### config.mk
export PLATFORM = sky130hd
export DESIGN_NAME = spi_slave_buffered_byte_engine_flat
export DESIGN_NICKNAME = d
export VERILOG_FILES = /design/src/hw/rtl/ssbe_pkg.sv /design/src/hw/rtl/ssbe_ifs.sv /design/src/hw/rtl/ssbe_ctrl.sv /design/src/hw/rtl/ssbe_datapath.sv /design/src/hw/rtl/spi_slave_buffered_byte_engine.sv /design/src/flat_wrapper.sv
export SDC_FILE = /design/constraint.sdc
export NUM_CORES = 1
export LEC_CHECK = 0
export BUFFER_PORTS_ARGS = -buffer_cell sky130_fd_sc_hd__buf_2
export CAP_MARGIN = 20
export CORE_MARGIN = 4
export CORE_UTILIZATION = 30
export CTS_BUF_LIST = sky130_fd_sc_hd__clkbuf_8 sky130_fd_sc_hd__clkbuf_16
export DETAILED_ROUTE_END_ITERATION = 8
export PLACE_DENSITY = 0.45
export SYNTH_ARGS = -nofsm -noshare
export SYNTH_HDL_FRONTEND = slang
export SYNTH_HIERARCHICAL = 1
export SYNTH_SLANG_ARGS = --single-unit
### constraint.sdc
create_clock -name clock -period 8.7 [get_ports clock]
set_input_delay 1.305 -clock clock [delete_from_list [all_inputs] [get_ports clock]]
set_output_delay 1.305 -clock clock [all_outputs]
set_load 0.005 [all_outputs]
### src/hw/rtl/ssbe_pkg.sv
// ----------------------------------------------------------------------------
// ssbe_pkg: shared types and constants of the SPI slave byte engine
// Holds the action and register codes, the controller states and the
// command bundle that runs from the controller into the datapath.
// ----------------------------------------------------------------------------
package ssbe_pkg;

   localparam int unsigned ACTION_W = 2;
   localparam int unsigned BYTE_W   = 8;
   localparam int unsigned LEVEL_W  = 6;
   localparam int unsigned CSR_IDX_W = 2;

   typedef enum logic [ACTION_W-1:0] {
      ACT_XCHG = 2'd0,
      ACT_PUSH = 2'd1,
      ACT_POP  = 2'd2,
      ACT_NOP  = 2'd3
   } action_type;

   typedef enum logic [CSR_IDX_W-1:0] {
      CSR_SLAVE_ENABLE = 2'd0,
      CSR_POLL_CODE    = 2'd1,
      CSR_IDLE_CODE    = 2'd2,
      CSR_UNUSED       = 2'd3
   } csr_index_type;

   localparam logic [BYTE_W-1:0] POLL_CODE_RESET = 8'hFF;
   localparam logic [BYTE_W-1:0] IDLE_CODE_RESET = 8'h00;
   localparam logic [BYTE_W-1:0] EMPTY_READ_BYTE = 8'hFF;
   localparam logic [BYTE_W-1:0] ZERO_BYTE       = 8'h00;

   typedef enum logic [2:0] {
      ST_IDLE = 3'b001,
      ST_EXEC = 3'b010,
      ST_RESP = 3'b100
   } state_type;

   typedef struct packed {
      logic capture;
      logic execute;
   } dp_cmd_type;

endpackage

### src/hw/rtl/ssbe_ifs.sv
// ----------------------------------------------------------------------------
// ssbe_ifs: channel interfaces of the SPI slave byte engine
// Request, response and register write channels, each with valid and ready.
// ----------------------------------------------------------------------------
interface ssbe_req_if;
   logic       valid;
   logic       ready;
   logic [1:0] action;
   logic [7:0] data;

   modport source (output valid, output action, output data, input ready);
   modport sink   (input valid, input action, input data, output ready);
endinterface

interface ssbe_rsp_if;
   logic       valid;
   logic       ready;
   logic [7:0] reply_byte;
   logic [7:0] read_byte;
   logic       rx_empty;
   logic       push_accepted;
   logic       rx_dropped;
   logic [5:0] tx_level;
   logic [5:0] rx_level;

   modport source (output valid, output reply_byte, output read_byte, output rx_empty,
                   output push_accepted, output rx_dropped, output tx_level,
                   output rx_level, input ready);
   modport sink   (input valid, input reply_byte, input read_byte, input rx_empty,
                   input push_accepted, input rx_dropped, input tx_level,
                   input rx_level, output ready);
endinterface

interface ssbe_csr_if;
   logic       valid;
   logic       ready;
   logic [1:0] index;
   logic [7:0] data;

   modport source (output valid, output index, output data, input ready);
   modport sink   (input valid, input index, input data, output ready);
endinterface

### src/hw/rtl/ssbe_ctrl.sv
// ----------------------------------------------------------------------------
// ssbe_ctrl: sequencing controller
// Accepts one beat, lets the datapath read its rings, then execute, and
// holds the result until the response beat is taken.
// ----------------------------------------------------------------------------
module ssbe_ctrl (
   input  logic                clock,
   input  logic                reset,
   input  logic                req_valid,
   output logic                req_ready,
   output logic                rsp_valid,
   input  logic                rsp_ready,
   output ssbe_pkg::dp_cmd_type cmd
);
   import ssbe_pkg::*;

   state_type state_ff;
   state_type state_in;

   always_comb begin
      state_in    = state_ff;
      req_ready   = 1'b0;
      rsp_valid   = 1'b0;
      cmd.capture = 1'b0;
      cmd.execute = 1'b0;
      case (state_ff)
         ST_IDLE: begin
            req_ready = 1'b1;
            if (req_valid) begin
               cmd.capture = 1'b1;
               state_in    = ST_EXEC;
            end
         end
         ST_EXEC: begin
            cmd.execute = 1'b1;
            state_in    = ST_RESP;
         end
         ST_RESP: begin
            rsp_valid = 1'b1;
            if (rsp_ready) begin
               state_in = ST_IDLE;
            end
         end
         default: begin
            state_in = ST_IDLE;
         end
      endcase
   end

   always_ff @(posedge clock) begin
      if (reset) begin
         state_ff <= ST_IDLE;
      end else begin
         state_ff <= state_in;
      end
   end

endmodule

### src/hw/rtl/ssbe_datapath.sv
// ----------------------------------------------------------------------------
// ssbe_datapath: rings, pending byte and configuration registers
// Transmit and receive rings with registered reads, fill counters, the
// pending reply byte and the result registers.
// ----------------------------------------------------------------------------
module ssbe_datapath #(
   parameter int unsigned RING_DEPTH = 32
) (
   input  logic                       clock,
   input  logic                       reset,
   input  ssbe_pkg::dp_cmd_type        cmd,
   input  logic [ssbe_pkg::ACTION_W-1:0]  req_action,
   input  logic [ssbe_pkg::BYTE_W-1:0]    req_data,
   input  logic                       csr_write,
   input  logic [ssbe_pkg::CSR_IDX_W-1:0] csr_index,
   input  logic [ssbe_pkg::BYTE_W-1:0]    csr_data,
   output logic [ssbe_pkg::BYTE_W-1:0]    reply_byte,
   output logic [ssbe_pkg::BYTE_W-1:0]    read_byte,
   output logic                       rx_empty,
   output logic                       push_accepted,
   output logic                       rx_dropped,
   output logic [ssbe_pkg::LEVEL_W-1:0]   tx_level,
   output logic [ssbe_pkg::LEVEL_W-1:0]   rx_level
);
   import ssbe_pkg::*;

   localparam int unsigned AW = $clog2(RING_DEPTH);
   localparam int unsigned FW = $clog2(RING_DEPTH + 1);
   localparam logic [AW-1:0] LAST_PTR = AW'(RING_DEPTH - 1);
   localparam logic [FW-1:0] FULL_FILL = FW'(RING_DEPTH);

   function automatic logic [AW-1:0] ptr_next(input logic [AW-1:0] p);
      return (p == LAST_PTR) ? '0 : p + AW'(1);
   endfunction

   function automatic logic [AW-1:0] ptr_prev(input logic [AW-1:0] p);
      return (p == '0) ? LAST_PTR : p - AW'(1);
   endfunction

   logic [BYTE_W-1:0] tx_mem_ff [RING_DEPTH];
   logic [BYTE_W-1:0] rx_mem_ff [RING_DEPTH];

   logic              enable_ff, enable_in;
   logic [BYTE_W-1:0] poll_ff, poll_in;
   logic [BYTE_W-1:0] idle_ff, idle_in;
   logic [AW-1:0]     tx_wr_ff, tx_wr_in, tx_rd_ff, tx_rd_in;
   logic [AW-1:0]     rx_wr_ff, rx_wr_in, rx_rd_ff, rx_rd_in;
   logic [FW-1:0]     tx_fill_ff, tx_fill_in, rx_fill_ff, rx_fill_in;
   logic [BYTE_W-1:0] pending_ff, pending_in;

   logic [ACTION_W-1:0] action_ff;
   logic [BYTE_W-1:0]   data_ff;
   logic [BYTE_W-1:0]   tx_q_ff, rx_q_ff;

   logic [BYTE_W-1:0]  reply_ff, reply_in, read_ff, read_in;
   logic               empty_ff, empty_in, accepted_ff, accepted_in;
   logic               dropped_ff, dropped_in;

   logic               tx_we, rx_we;
   logic [AW-1:0]      tx_waddr;
   logic [BYTE_W-1:0]  tx_wdata;
   logic               pend_live;
   logic [FW:0]        tx_used;
   logic [FW+LEVEL_W-1:0] tx_level_ext, rx_level_ext;

   always_comb begin
      enable_in = enable_ff;
      poll_in   = poll_ff;
      idle_in   = idle_ff;
      if (csr_write) begin
         case (csr_index_type'(csr_index))
            CSR_SLAVE_ENABLE: enable_in = csr_data[0];
            CSR_POLL_CODE:    poll_in   = csr_data;
            CSR_IDLE_CODE:    idle_in   = csr_data;
            default: begin
            end
         endcase
      end
   end

   assign pend_live = (pending_ff != idle_ff);
   assign tx_used   = (FW+1)'(tx_fill_ff) + (FW+1)'(pend_live);

   always_comb begin
      tx_wr_in    = tx_wr_ff;
      tx_rd_in    = tx_rd_ff;
      tx_fill_in  = tx_fill_ff;
      rx_wr_in    = rx_wr_ff;
      rx_rd_in    = rx_rd_ff;
      rx_fill_in  = rx_fill_ff;
      pending_in  = pending_ff;
      reply_in    = ZERO_BYTE;
      read_in     = ZERO_BYTE;
      empty_in    = 1'b0;
      accepted_in = 1'b0;
      dropped_in  = 1'b0;
      tx_we       = 1'b0;
      tx_waddr    = tx_wr_ff;
      tx_wdata    = data_ff;
      rx_we       = 1'b0;
      if (cmd.execute) begin
         case (action_type'(action_ff))
            ACT_XCHG: begin
               if (enable_ff) begin
                  if (tx_fill_ff != '0 && data_ff == poll_ff) begin
                     pending_in = tx_q_ff;
                     reply_in   = tx_q_ff;
                     tx_rd_in   = ptr_next(tx_rd_ff);
                     tx_fill_in = tx_fill_ff - FW'(1);
                  end else begin
                     if (pend_live) begin
                        if (tx_fill_ff != FULL_FILL) begin
                           tx_rd_in   = ptr_prev(tx_rd_ff);
                           tx_we      = 1'b1;
                           tx_waddr   = ptr_prev(tx_rd_ff);
                           tx_wdata   = pending_ff;
                           tx_fill_in = tx_fill_ff + FW'(1);
                        end
                        pending_in = idle_ff;
                     end
                     reply_in = idle_ff;
                  end
                  if (data_ff != poll_ff) begin
                     if (rx_fill_ff != FULL_FILL) begin
                        rx_we      = 1'b1;
                        rx_wr_in   = ptr_next(rx_wr_ff);
                        rx_fill_in = rx_fill_ff + FW'(1);
                     end else begin
                        dropped_in = 1'b1;
                     end
                  end
               end
            end
            ACT_PUSH: begin
               if (tx_used < (FW+1)'(RING_DEPTH)) begin
                  tx_we       = 1'b1;
                  tx_wr_in    = ptr_next(tx_wr_ff);
                  tx_fill_in  = tx_fill_ff + FW'(1);
                  accepted_in = 1'b1;
               end
            end
            ACT_POP: begin
               if (rx_fill_ff != '0) begin
                  read_in    = rx_q_ff;
                  rx_rd_in   = ptr_next(rx_rd_ff);
                  rx_fill_in = rx_fill_ff - FW'(1);
               end else begin
                  read_in  = EMPTY_READ_BYTE;
                  empty_in = 1'b1;
               end
            end
            default: begin
            end
         endcase
      end
   end

   always_ff @(posedge clock) begin
      if (reset) begin
         enable_ff  <= 1'b0;
         poll_ff    <= POLL_CODE_RESET;
         idle_ff    <= IDLE_CODE_RESET;
         tx_wr_ff   <= '0;
         tx_rd_ff   <= '0;
         tx_fill_ff <= '0;
         rx_wr_ff   <= '0;
         rx_rd_ff   <= '0;
         rx_fill_ff <= '0;
         pending_ff <= IDLE_CODE_RESET;
      end else begin
         enable_ff  <= enable_in;
         poll_ff    <= poll_in;
         idle_ff    <= idle_in;
         tx_wr_ff   <= tx_wr_in;
         tx_rd_ff   <= tx_rd_in;
         tx_fill_ff <= tx_fill_in;
         rx_wr_ff   <= rx_wr_in;
         rx_rd_ff   <= rx_rd_in;
         rx_fill_ff <= rx_fill_in;
         pending_ff <= pending_in;
      end
   end

   always_ff @(posedge clock) begin
      if (cmd.capture) begin
         action_ff <= req_action;
         data_ff   <= req_data;
      end
      if (cmd.execute) begin
         reply_ff    <= reply_in;
         read_ff     <= read_in;
         empty_ff    <= empty_in;
         accepted_ff <= accepted_in;
         dropped_ff  <= dropped_in;
      end
   end

   always_ff @(posedge clock) begin
      if (tx_we) begin
         tx_mem_ff[tx_waddr] <= tx_wdata;
      end
      if (cmd.capture) begin
         tx_q_ff <= tx_mem_ff[tx_rd_ff];
      end
   end

   always_ff @(posedge clock) begin
      if (rx_we) begin
         rx_mem_ff[rx_wr_ff] <= data_ff;
      end
      if (cmd.capture) begin
         rx_q_ff <= rx_mem_ff[rx_rd_ff];
      end
   end

   assign tx_level_ext = (FW+LEVEL_W)'(tx_fill_ff);
   assign rx_level_ext = (FW+LEVEL_W)'(rx_fill_ff);

   assign reply_byte    = reply_ff;
   assign read_byte     = read_ff;
   assign rx_empty      = empty_ff;
   assign push_accepted = accepted_ff;
   assign rx_dropped    = dropped_ff;
   assign tx_level      = tx_level_ext[LEVEL_W-1:0];
   assign rx_level      = rx_level_ext[LEVEL_W-1:0];

endmodule

### src/hw/rtl/spi_slave_buffered_byte_engine.sv
// Sequencing: a request beat accepted in the idle state passes through the execute
// state, and its response is then held valid until the response beat is taken.
// Flow: a new request is taken only after the last response beat is taken, as the
// controller goes through its ring read, execute and response-hold steps in turn.
// Reset: both rings empty, no pending byte, registers at their reset codes;
// no clearing pass is needed, so the first beat is taken right after reset.
// ----------------------------------------------------------------------------
// spi_slave_buffered_byte_engine: SPI slave byte engine with byte rings
// Joins the sequencing controller and the ring datapath to the channels.
// ----------------------------------------------------------------------------
module spi_slave_buffered_byte_engine #(
   parameter int unsigned RING_DEPTH = 32
) (
   input  logic       clock,
   input  logic       reset,
   ssbe_req_if.sink   req_ch,
   ssbe_rsp_if.source rsp_ch,
   ssbe_csr_if.sink   csr_ch
);
   import ssbe_pkg::*;

   dp_cmd_type cmd;

   assign csr_ch.ready = 1'b1;

   ssbe_ctrl u_ctrl (
      .clock     (clock),
      .reset     (reset),
      .req_valid (req_ch.valid),
      .req_ready (req_ch.ready),
      .rsp_valid (rsp_ch.valid),
      .rsp_ready (rsp_ch.ready),
      .cmd       (cmd)
   );

   ssbe_datapath #(
      .RING_DEPTH (RING_DEPTH)
   ) u_datapath (
      .clock         (clock),
      .reset         (reset),
      .cmd           (cmd),
      .req_action    (req_ch.action),
      .req_data      (req_ch.data),
      .csr_write     (csr_ch.valid),
      .csr_index     (csr_ch.index),
      .csr_data      (csr_ch.data),
      .reply_byte    (rsp_ch.reply_byte),
      .read_byte     (rsp_ch.read_byte),
      .rx_empty      (rsp_ch.rx_empty),
      .push_accepted (rsp_ch.push_accepted),
      .rx_dropped    (rsp_ch.rx_dropped),
      .tx_level      (rsp_ch.tx_level),
      .rx_level      (rsp_ch.rx_level)
   );

endmodule
### src/flat_wrapper.sv
// flat-port wrapper written by rule: the top's interface ports become plain ports
module spi_slave_buffered_byte_engine_flat import ssbe_pkg::*;
#(
   parameter int unsigned RING_DEPTH = 32
)
  (clock, reset, req_ch_valid, req_ch_action, req_ch_data, req_ch_ready, rsp_ch_valid, rsp_ch_reply_byte, rsp_ch_read_byte, rsp_ch_rx_empty, rsp_ch_push_accepted, rsp_ch_rx_dropped, rsp_ch_tx_level, rsp_ch_rx_level, rsp_ch_ready, csr_ch_valid, csr_ch_index, csr_ch_data, csr_ch_ready);
  ssbe_req_if req_ch_i ();
  ssbe_rsp_if rsp_ch_i ();
  ssbe_csr_if csr_ch_i ();
  input  logic clock;
  input  logic reset;
  input wire logic [$bits(req_ch_i.valid)-1:0] req_ch_valid;
  input wire logic [$bits(req_ch_i.action)-1:0] req_ch_action;
  input wire logic [$bits(req_ch_i.data)-1:0] req_ch_data;
  output wire logic [$bits(req_ch_i.ready)-1:0] req_ch_ready;
  output wire logic [$bits(rsp_ch_i.valid)-1:0] rsp_ch_valid;
  output wire logic [$bits(rsp_ch_i.reply_byte)-1:0] rsp_ch_reply_byte;
  output wire logic [$bits(rsp_ch_i.read_byte)-1:0] rsp_ch_read_byte;
  output wire logic [$bits(rsp_ch_i.rx_empty)-1:0] rsp_ch_rx_empty;
  output wire logic [$bits(rsp_ch_i.push_accepted)-1:0] rsp_ch_push_accepted;
  output wire logic [$bits(rsp_ch_i.rx_dropped)-1:0] rsp_ch_rx_dropped;
  output wire logic [$bits(rsp_ch_i.tx_level)-1:0] rsp_ch_tx_level;
  output wire logic [$bits(rsp_ch_i.rx_level)-1:0] rsp_ch_rx_level;
  input wire logic [$bits(rsp_ch_i.ready)-1:0] rsp_ch_ready;
  input wire logic [$bits(csr_ch_i.valid)-1:0] csr_ch_valid;
  input wire logic [$bits(csr_ch_i.index)-1:0] csr_ch_index;
  input wire logic [$bits(csr_ch_i.data)-1:0] csr_ch_data;
  output wire logic [$bits(csr_ch_i.ready)-1:0] csr_ch_ready;
  assign req_ch_i.valid = req_ch_valid;
  assign req_ch_i.action = req_ch_action;
  assign req_ch_i.data = req_ch_data;
  assign req_ch_ready = req_ch_i.ready;
  assign rsp_ch_valid = rsp_ch_i.valid;
  assign rsp_ch_reply_byte = rsp_ch_i.reply_byte;
  assign rsp_ch_read_byte = rsp_ch_i.read_byte;
  assign rsp_ch_rx_empty = rsp_ch_i.rx_empty;
  assign rsp_ch_push_accepted = rsp_ch_i.push_accepted;
  assign rsp_ch_rx_dropped = rsp_ch_i.rx_dropped;
  assign rsp_ch_tx_level = rsp_ch_i.tx_level;
  assign rsp_ch_rx_level = rsp_ch_i.rx_level;
  assign rsp_ch_i.ready = rsp_ch_ready;
  assign csr_ch_i.valid = csr_ch_valid;
  assign csr_ch_i.index = csr_ch_index;
  assign csr_ch_i.data = csr_ch_data;
  assign csr_ch_ready = csr_ch_i.ready;
  spi_slave_buffered_byte_engine #(.RING_DEPTH(RING_DEPTH)) u_core (.clock(clock), .reset(reset), .req_ch(req_ch_i), .rsp_ch(rsp_ch_i), .csr_ch(csr_ch_i));
endmodule
==> impl_results.md, run 1 <==
- Outcome: finished clean
- Worst slack, placed: 3.797 ns
- Cells after synthesis: approximately 1,400
- Max cap viols: 0
- Fin. max-slew vios: 0
- Sequential-to-total area share from yosys stat: 71.43%
- Top FF cell, synth: edfxtp_1
- GR Layer Usage met1: 20.13%
- RSZ-0062 raised after global routing: false
- Multi-input gate area: 6818 um2
- Via count: 12,700
- Sequential share of power: 50.9%
- Syn. warnings: 6
- Met2 Use GR: 22.38%
- DPL Wire Length: 40,470 um
- Final setup viols: 0
- Setup TNS: 0 ns
- Logic pwr share: 2.0%
- Cell Int Power: 5.119 mW
- Reg2Reg Setup Slack: a little under 4 ns
- Placed cell count: 2,442
- CTS tree: built
- Synth Cell Area: 25,100 um2
- # IOs: 59
- Die area: 88,350 um2
- CTS H-tree depth: 3
- Worst Hold End: u_core/u_datapath/poll_ff[0]
- Synthesized area per cell: 18.43 um2
- GR peak layer: met2
- Hold crit path type: register to register
- Worst hold path depth: 2
- Vias/cell: 4.924
- Die W: 297.2 um
- CP max FO: 21
- Wirelength per Cell: around 25 um
- CP Class: register to register
- Initial core utilization: a little under a third
- CP required: 8.90 ns
- Final non-filler cell total: 2,580
- Kind of end point of the critical path: register
- Period utilisation layout: 54.44%
- # fillers: 7,677
- Synth Register Bits: 617
- Arrival time at the worst endpoint: 4.94 ns
- All-layer global routing usage: between 10% and 20%
- Sequential standard cell area: 17,940 um2
- R2R depth: 8
- Post-CTS Setup Repair Bufs: 0
- Cell Rows: 105
- FF-to-FF End: u_core/u_datapath/tx_mem_ff[31][1]
- Share of the synthesized area in the top cell type: 66.65%
- Worst Tran Pin Value: 1.096 ns
- Share of cells above drive strength 1: 27.42%
- Clock power share: a little under half
- P per Cell Area: 220.3 nW/um2
- Slew headroom: 26.38%
- Largest net degree at the start of global routing: 65
- Syn nets: 1,406
- CTS Buf Count: 70
- Congestion Overflow GR: 0
- CTS sink count: 617
- Fmax: 211.1 MHz
- Fin nets: ~1,500
- Die Height: 297.2 um
- Minimum clock period: 4.737 ns
- Startpoint types: register
- Dominant cells by area after synthesis: edfxtp_1 (67%), mux4_2 (14%), dfxtp_1 (4.8%), nor2_1 (1.5%), mux2i_1 (1.3%)
- Cts hold-fix bufs: 0
- Met3 usage: 3.014%
- First-pass GRT wire length: 92,970 um
- Psw: 1.289 mW
- Post_cts resized: 0
- Synth area leader: edfxtp_1
- R2r startpoint: u_core/u_ctrl/state_ff[1]
- Clock skew: 0.03421 ns
- Core Region: just over 80,000 um2
- Antenna cells: 0
- EDFF count, synth: 557
- Detail Route Antenna Nets: 0
- Leakage: 9.194 nW
- Initial drt markers: about 1,100
- Pre-antenna DRT Iters: 5
- PortBufs: 57
- Crit path launch: u_core/u_ctrl/state_ff[1]
- Vias in the first global route: 12,950
- Placer congestion estimate: 0.7521
- Clk Latency, worst-skew pair: 0.61 ns
- Final hold violation count: 0
- Clock Root Buffer: clkbuf_16
- Sw frac: approximately 20%
- Clock Path Buffers: 3
- Worst-path clk slew: 0.06 ns
- Peak supply drop: around 130 uV
- DRC: 0
- Final worst slack: 3.963 ns
- Hold path start: u_core/u_datapath/poll_ff[0]
- Area growth syn-to-layout: 15.90%
- Cell variety after synth: 65
- WL final: approximately 63,000 um
- Post-synth ARST share: 0%
- Antenna violations before repair: 0
-- sequential cells by signal, indices dropped and copies added (netlist names) --
name and flops:
u_core/u_datapath/pending_ff 8, u_core/u_datapath/tx_q_ff 8, u_core/u_datapath/data_ff 8, u_core/u_datapath/read_byte 8
u_core/u_ctrl/state_ff 3, u_core/u_datapath/tx_level 6, u_core/u_datapath/rx_rd_ff 5, u_core/u_datapath/rx_level 6
u_core/u_datapath/push_accepted 1, u_core/u_datapath/rx_q_ff 8, u_core/u_datapath/poll_ff 8, u_core/u_datapath/tx_mem_ff 256
u_core/u_datapath/enable_ff 1, u_core/u_datapath/tx_rd_ff 5, u_core/u_datapath/tx_wr_ff 5, u_core/u_datapath/rx_dropped 1
u_core/u_datapath/rx_mem_ff 256, u_core/u_datapath/rx_empty 1, u_core/u_datapath/rx_wr_ff 5, u_core/u_datapath/idle_ff 8
u_core/u_datapath/action_ff 2, u_core/u_datapath/reply_byte 8
-- cell type report --
| class | count | share of cell area [%] |
|---|---|---|
| clock buffers | 77 | 6.547 |
| clock inverters | 46 | 1.626 |
| inverters | 17 | 0.2194 |
| multi-input cells | 658 | 23.44 |
| flip-flops and latches | 617 | 61.67 |
| well taps | 1070 | 4.603 |
| repair buffers | 95 | 1.893 |
-- cell usage after synthesis, types with 17 or more instances --
master      n
edfxtp_1  557
mux4_2    160
nor2_1    101
nand2_1    71
dfxtp_1    60
clkbuf_1   40
a21oi_1    37
mux2i_1    33
nor3_1     32
mux2_2     23
buf_1      18
ha_1       18
inv_1      17
-- per-stage QoR --
| step | hold WS, ns | area (um2) | util, % | power, mW |
|---|---|---|---|---|
| after floorplan | 0.4544 | 25100 | - | 3.384 |
| after global placement | 0.4835 | 26610 | 32.25 | 3.456 |
| after detailed placement | 0.4786 | 26620 | 32.26 | 3.457 |
| after CTS | 0.4996 | 29000 | 35.14 | 6.507 |
| after global routing | 0.5237 | 29090 | 35.26 | 6.643 |
| final | 0.5030 | 29090 | 35.26 | 6.408 |
-- critical path, cell delays in order, from the launching register on --
cell	delay, ns
dfxtp_1	0.41
or3b_2	0.48
inv_1	0.63
inv_1	0.33
nor4b_2	0.56
and4b_1	0.28
buf_4	0.32
mux2_4	0.40
nor3_1	0.90
-- placed cells by master (no fill, tap or decap), types with 5 or more instances in the layout --
cell,count
a21oi_1,37
and2_1,6
and3_1,9
buf_2,65
buf_4,23
bufinv_16,9
clkbuf_16,75
clkbuf_4,7
clkinv_1,10
clkinv_2,5
clkinvlp_4,6
dfxtp_1,56
edfxtp_1,557
ha_1,18
inv_1,29
mux2_2,23
mux2i_1,33
mux4_2,160
nand2_1,71
nand2b_1,11
nand3_1,7
nand3b_1,16
nor2_1,101
nor2b_1,14
nor3_1,32
nor3b_1,7
o21ai_0,14
or2_2,8
or3_1,5
or3b_2,6
xnor2_1,13
xor2_1,10
-- power groups by stage --
stage,Combinational (mW),Clock [mW],Sequential (mW)
detailed placement,0.132,0,3.33
CTS,0.132,3.11,3.26
finish,0.126,3.02,3.26
global route,0.140,3.24,3.26
floorplan,0.0512,0,3.33
global placement,0.131,0,3.33
-- logic make-up after synthesis --
logic type / count (synthesis) / synth area share (%)
xor gates and xnor gates: 23 / 0.8027
buffers and inverters: 87 / 1.426
DFF: 617 / 71.43
adders and majority gates: 19 / 0.9772
muxes: 218 / 16.82
and+or+nand+nor: 315 / 6.431
AOI/OAI and AO/OA: 82 / 2.094
other: 1 / 0.01494
-- layer usage --
layer	vias up	part of all wire, %
met1	6675	45
met5	-	0
met4	0	2.0
met3	84	5.8
met2	312	47
li1	5633	-
-- worst max path at each step --
stage,endpoint,slack (ns)
2_1_floorplan,u_core/u_datapath/tx_mem_ff[20][0],5.20
3_3_place_gp,u_core/u_datapath/tx_mem_ff[29][1],4.00
3_5_place_dp,u_core/u_datapath/tx_mem_ff[4][0],3.80
4_1_cts,u_core/u_datapath/tx_mem_ff[4][3],3.81
5_1_grt,u_core/u_datapath/tx_mem_ff[7][6],3.67
6_report,u_core/u_datapath/tx_mem_ff[31][1],3.96
Note: power is estimated with default switching activity, not from simulation.
==> run 2, diff against run 1 <==
==> constraint.sdc (replaced) <==
create_clock -name clock -period 4.57 [get_ports clock]
set_input_delay 0.6855 -clock clock [delete_from_list [all_inputs] [get_ports clock]]
set_output_delay 0.6855 -clock clock [all_outputs]
set_load 0.005 [all_outputs]
==> impl_results.md, run 2 (synthesis results as in run 1) <==
- Leakage: 9.335 nW
- Fin. max-slew vios: 0
- Placed cell count: 2,486
- Setup TNS: 0 ns
- Final core occ: ~35%
- Worst Tran Pin Value: 1.085 ns
- Crit path launch: u_core/u_ctrl/state_ff[1]
- CTS sink count: between 600 and 700
- Final hold violation count: 0
- Slew headroom: 27.56%
- Clk Latency, worst-skew pair: 0.61 ns
- Clock skew: 0.02459 ns
- Antenna violations before repair: 1
- Worst slack, placed: 0.6349 ns
- PortBufs: 57
- First-pass GRT wire length: 95,730 um
- Max cap viols: 0
- DRC: 0
- Largest net degree at the start of global routing: 67
- Wirelength per Cell: 24.93 um
- Final worst slack: 0.5859 ns
- Die Height: 297.2 um
- Minimum clock period: 3.984 ns
- Outcome: finished clean
- Crit path to: u_core/u_datapath/tx_mem_ff[30][0]
- Most common cell after layout, fill and taps aside: edfxtp_1
- Pre-antenna DRT Iters: 5
- Initial drt markers: about 930
- Hold WS: 0.2701 ns
- RSZ-0062 raised after global routing: false
- Final non-filler cell total: 2,614
- CTS H-tree depth: 3
- CTS tree: built
- Fin nets: 1,533
- Arrival time at the worst endpoint: 4.29 ns
- CTS Buf Count: 70
- Placer congestion estimate: 0.7564
- Post-CTS Setup Repair Bufs: 0
- Period utilisation layout: between 80% and 90%
- Initial core utilization: 30.42%
- Post-DP Area: 26,950 um2
- Clock Path Buffers: 3
- Detail Route Antenna Nets: 0
- # IOs: 59
- Kind of end point of the critical path: register
- Reg2Reg Setup Slack: 0.59 ns
- Core Region: ~83,000 um2
- CP required: 4.88 ns
- Clock Root Buffer: clkbuf_16
- WL final: 65,160 um
- CP max FO: 10
- Hold crit path type: primary input to register
- Share of cells above drive strength 1: 28.89%
- Area growth syn-to-layout: 16.48%
- Congestion Overflow GR: 0
- Power consumption: between 10 and 15 mW
- FF-to-FF End: u_core/u_datapath/tx_mem_ff[30][0]
- R2R depth: 9
- Fmax: 251.0 MHz
- Antenna cells: 0
- Worst-path clk slew: 0.06 ns
- Die area: between 80,000 and 90,000 um2
- Peak supply drop: between 200 and 250 uV
- Post_cts resized: 0
- Startpoint types: register
- All-layer global routing usage: between 10 and 15%
- Regs by FF count: u_core/u_datapath/rx_mem_ff: 256 flops, u_core/u_datapath/tx_mem_ff: 256 flops
- P per Cell Area: 409.2 nW/um2
- Vias/cell: about 4.9
- Vias in the first global route: ~13,000
- CP Class: register to register
- Fin area: 29,230 um2
- DPL Wire Length: 43,080 um
- Via count: 12,860
- Die W: about 300 um
- Most frequent cells in the layout: edfxtp_1 (557), mux4_2 (160), nor2_1 (101), clkbuf_16 (71), nand2_1 (71)
- Cts hold-fix bufs: 0
- R2r startpoint: u_core/u_ctrl/state_ff[1]
- Cell Rows: 105
- Final setup viols: 0
-- run 2: cell count changes in the layout (fill, tap and decap cells not counted), moves of 2 or more --
cell	delta
clkinv_1	+2
clkbuf_4	-7
clkbuf_16	-4
clkinv_2	+8
inv_16	+2
bufinv_16	-3
clkinvlp_4	-4
buf_2	-8
inv_6	+2
buf_4	+45
-- run 2: worst min path at each step --
stage | start | to | slack [ns] | depth (start not counted)
floorplan | u_core/u_ctrl/state_ff[0] | u_core/u_ctrl/state_ff[2] | 0.45 | 1
global placement | u_core/u_datapath/poll_ff[0] | u_core/u_datapath/poll_ff[0] | 0.47 | 2
detailed placement | u_core/u_datapath/poll_ff[0] | u_core/u_datapath/poll_ff[0] | 0.48 | 2
CTS | req_ch_action[0] | u_core/u_datapath/action_ff[0] | 0.23 | 1
global route | req_ch_action[0] | u_core/u_datapath/action_ff[0] | 0.24 | 1
finish | req_ch_action[0] | u_core/u_datapath/action_ff[0] | 0.27 | 1
-- run 2: area by class of cell --
type	instances	area [um2]
repair buffers	125	795.8
well taps	1070	1339
inverters	17	63.81
fillers	7730	53270
flip-flops and latches	617	17940
clock inverters	53	457.9
multi-input cells	658	6818
clock buffers	74	1818
-- run 2: critical path, cell delays in order, from the launching register on --
cell,delay (ns)
dfxtp_1,0.42
or3b_2,0.49
inv_1,0.09
inv_1,0.12
nor4b_2,0.45
and4b_1,0.72
buf_4,0.28
mux2_4,0.37
nor3_1,0.50
buf_4,0.24
-- run 2: power breakdown --
part | internal, mW | switching, mW | total (mW)
clock network | 3.24 | 2.26 | 5.50
registers | 6.19 | 0.0240 | 6.21
logic | 0.0543 | 0.189 | 0.244
total | 9.49 | 2.48 | 12.0
-- run 2: metal layers --
layer	vias up	GRT usage, %	routed length (um)
met5	-	0	0
met4	0	3.496	1132
met3	74	2.970	3716
met2	322	23.11	30530
met1	6758	21.08	29770
li1	5708	-	-
==> run 3, diff against run 2 <==
--- a/config.mk
+++ b/config.mk
@@ -8,10 +8,10 @@
 export BUFFER_PORTS_ARGS = -buffer_cell sky130_fd_sc_hd__buf_2
 export CAP_MARGIN = 20
 export CORE_MARGIN = 4
-export CORE_UTILIZATION = 30
+export CORE_UTILIZATION = 51
 export CTS_BUF_LIST = sky130_fd_sc_hd__clkbuf_8 sky130_fd_sc_hd__clkbuf_16
 export DETAILED_ROUTE_END_ITERATION = 8
-export PLACE_DENSITY = 0.45
+export PLACE_DENSITY = 0.68
 export SYNTH_ARGS = -nofsm -noshare
 export SYNTH_HDL_FRONTEND = slang
 export SYNTH_HIERARCHICAL = 1
==> constraint.sdc (replaced) <==
create_clock -name clock -period 3.71 [get_ports clock]
set_input_delay 0.5565 -clock clock [delete_from_list [all_inputs] [get_ports clock]]
set_output_delay 0.5565 -clock clock [all_outputs]
set_load 0.005 [all_outputs]
==> impl_results.md, run 3 (synthesis results as in run 1) <==
- Share of cells above drive strength 1: 29.22%
- Outcome: finished clean
- Minimum clock period: about 3.5 ns
- Most common cell after layout, fill and taps aside: edfxtp_1
- DPL Wire Length: 34,410 um
- Leakage: just over 9 nW
- Slew headroom: between 20% and 30%
- Placed cell count: 2,101
- Hold crit path type: primary input to register
- Arrival time at the worst endpoint: 3.81 ns
- Hold WS: about 0.12 ns
- Final hold violation count: 0
- Largest net degree at the start of global routing: 73
- Cts hold-fix bufs: 0
- Placer congestion estimate: roughly 0.8
- Via count: around 13,000
- Initial core utilization: 51.48%
- Power consumption: 13.87 mW
- Vias in the first global route: 13,060
- Startpoint types: register
- Final core occ: about 60%
- CTS tree: built
- Worst-path clk slew: 0.07 ns
- Cell Int Power: 11.11 mW
- All-layer global routing usage: 20.65%
- CP max FO: 21
- Pre-antenna DRT Iters: 5
- Die area: 52,820 um2
- Fin area: between 20,000 and 30,000 um2
- Final setup viols: 0
- Clk Latency, worst-skew pair: ~0.62 ns
- Post-DP Area: 26,620 um2
- Worst slack, placed: 0.3763 ns
- Peak supply drop: approximately 360 uV
- WL final: 54,130 um
- Antenna violations before repair: 2
- Vias/cell: ~5.9
- Fin nets: roughly 1,500
- Period utilisation layout: 94.07%
- CP required: just over 4 ns
- PortBufs: 57
- Congestion Overflow GR: 0
- Core Region: 48,750 um2
- Kind of end point of the critical path: register
- Sequential share of power: between 50% and 60%
- Logic pwr share: 2.0%
- Cell Rows: 81
- Fin. max-slew vios: 0
- CTS H-tree depth: 2
- CP Class: register to register
- CTS Buf Count: 59
- CTS sink count: 617
- # fillers: 3,528
- Area growth syn-to-layout: 13.75%
- Clock power share: 42.8%
- RSZ-0062 raised after global routing: false
- Clock Root Buffer: clkbuf_16
- Initial drt markers: 1,204
- Wirelength per Cell: 24.48 um
- Antenna cells: 0
- P per Cell Area: 485.7 nW/um2
- Most frequent cells in the layout: edfxtp_1 (557), mux4_2 (160), nor2_1 (101), buf_4 (86), nand2_1 (71)
- Setup TNS: 0 ns
- # IOs: 59
- Regs by FF count: u_core/u_datapath/rx_mem_ff: 256 flops, u_core/u_datapath/tx_mem_ff: 256 flops
- Worst Tran Pin Value: 1.151 ns
- Multi-input gate area: 6812 um2
- Max cap viols: 0
- Post-CTS Setup Repair Bufs: 0
- Final worst slack: about 0.22 ns
- DRC: 0
- Clock skew: 0.02426 ns
- Fmax: approximately 290 MHz
- Die Height: 229.8 um
- Clock Path Buffers: 3
- Psw: 2.756 mW
- Final non-filler cell total: 2,211
- First-pass GRT wire length: between 80,000 and 90,000 um
- Die W: about 230 um
- Sequential standard cell area: 17,940 um2
- Post_cts resized: 0
- Detail Route Antenna Nets: 0
- Sw frac: 19.87%
## run 3: cell type report
cell class / count / share of cell area, %
multi-input cells: 658 / 23.86
flip-flops and latches: 617 / 62.84
inverters: 17 / 0.2235
clock buffers: 60 / 5.259
repair buffers: 145 / 3.401
clock inverters: 50 / 1.508
well taps: 664 / 2.910
## run 3: metal layers
metal	track usage [%]	wire, um	part of all wire (%)	vias to the layer above
met5	0	0	0	-
met4	4.518	960	1.8	0
met3	3.754	3889	7.2	60
met2	32.45	25890	48	474
met1	30.88	23390	43	6756
li1	-	-	-	5712
## run 3: power by group through the flow
stage	logic, mW	registers (mW)	clock network, mW
final	0.280	7.65	5.94
after global routing	0.306	7.64	6.38
after CTS	0.284	7.64	6.06
after detailed placement	0.283	7.79	0
after global placement	0.274	7.79	0
after floorplan	0.120	7.81	0
## run 3: final timing paths
kind | start | to | slack (ns) | cells after the start
hold reg to reg | u_core/u_datapath/pending_ff[1] | u_core/u_datapath/pending_ff[1] | 0.48 | 2
setup reg to reg | u_core/u_ctrl/state_ff[1] | u_core/u_datapath/tx_mem_ff[28][2] | 0.22 | 9
setup / recovery | u_core/u_ctrl/state_ff[1] | u_core/u_datapath/tx_mem_ff[28][2] | 0.22 | 9
hold / removal | req_ch_data[0] | u_core/u_datapath/data_ff[0] | 0.12 | 1
## run 3: worst max-delay path, stage by stage (launching register included)
cell	delay, ns
dfxtp_1	0.42
or3b_2	0.48
inv_1	0.09
inv_1	0.11
nor4b_2	0.28
and4b_1	0.24
buf_4	0.33
mux2_2	0.46
nor3_1	0.52
buf_4	0.26
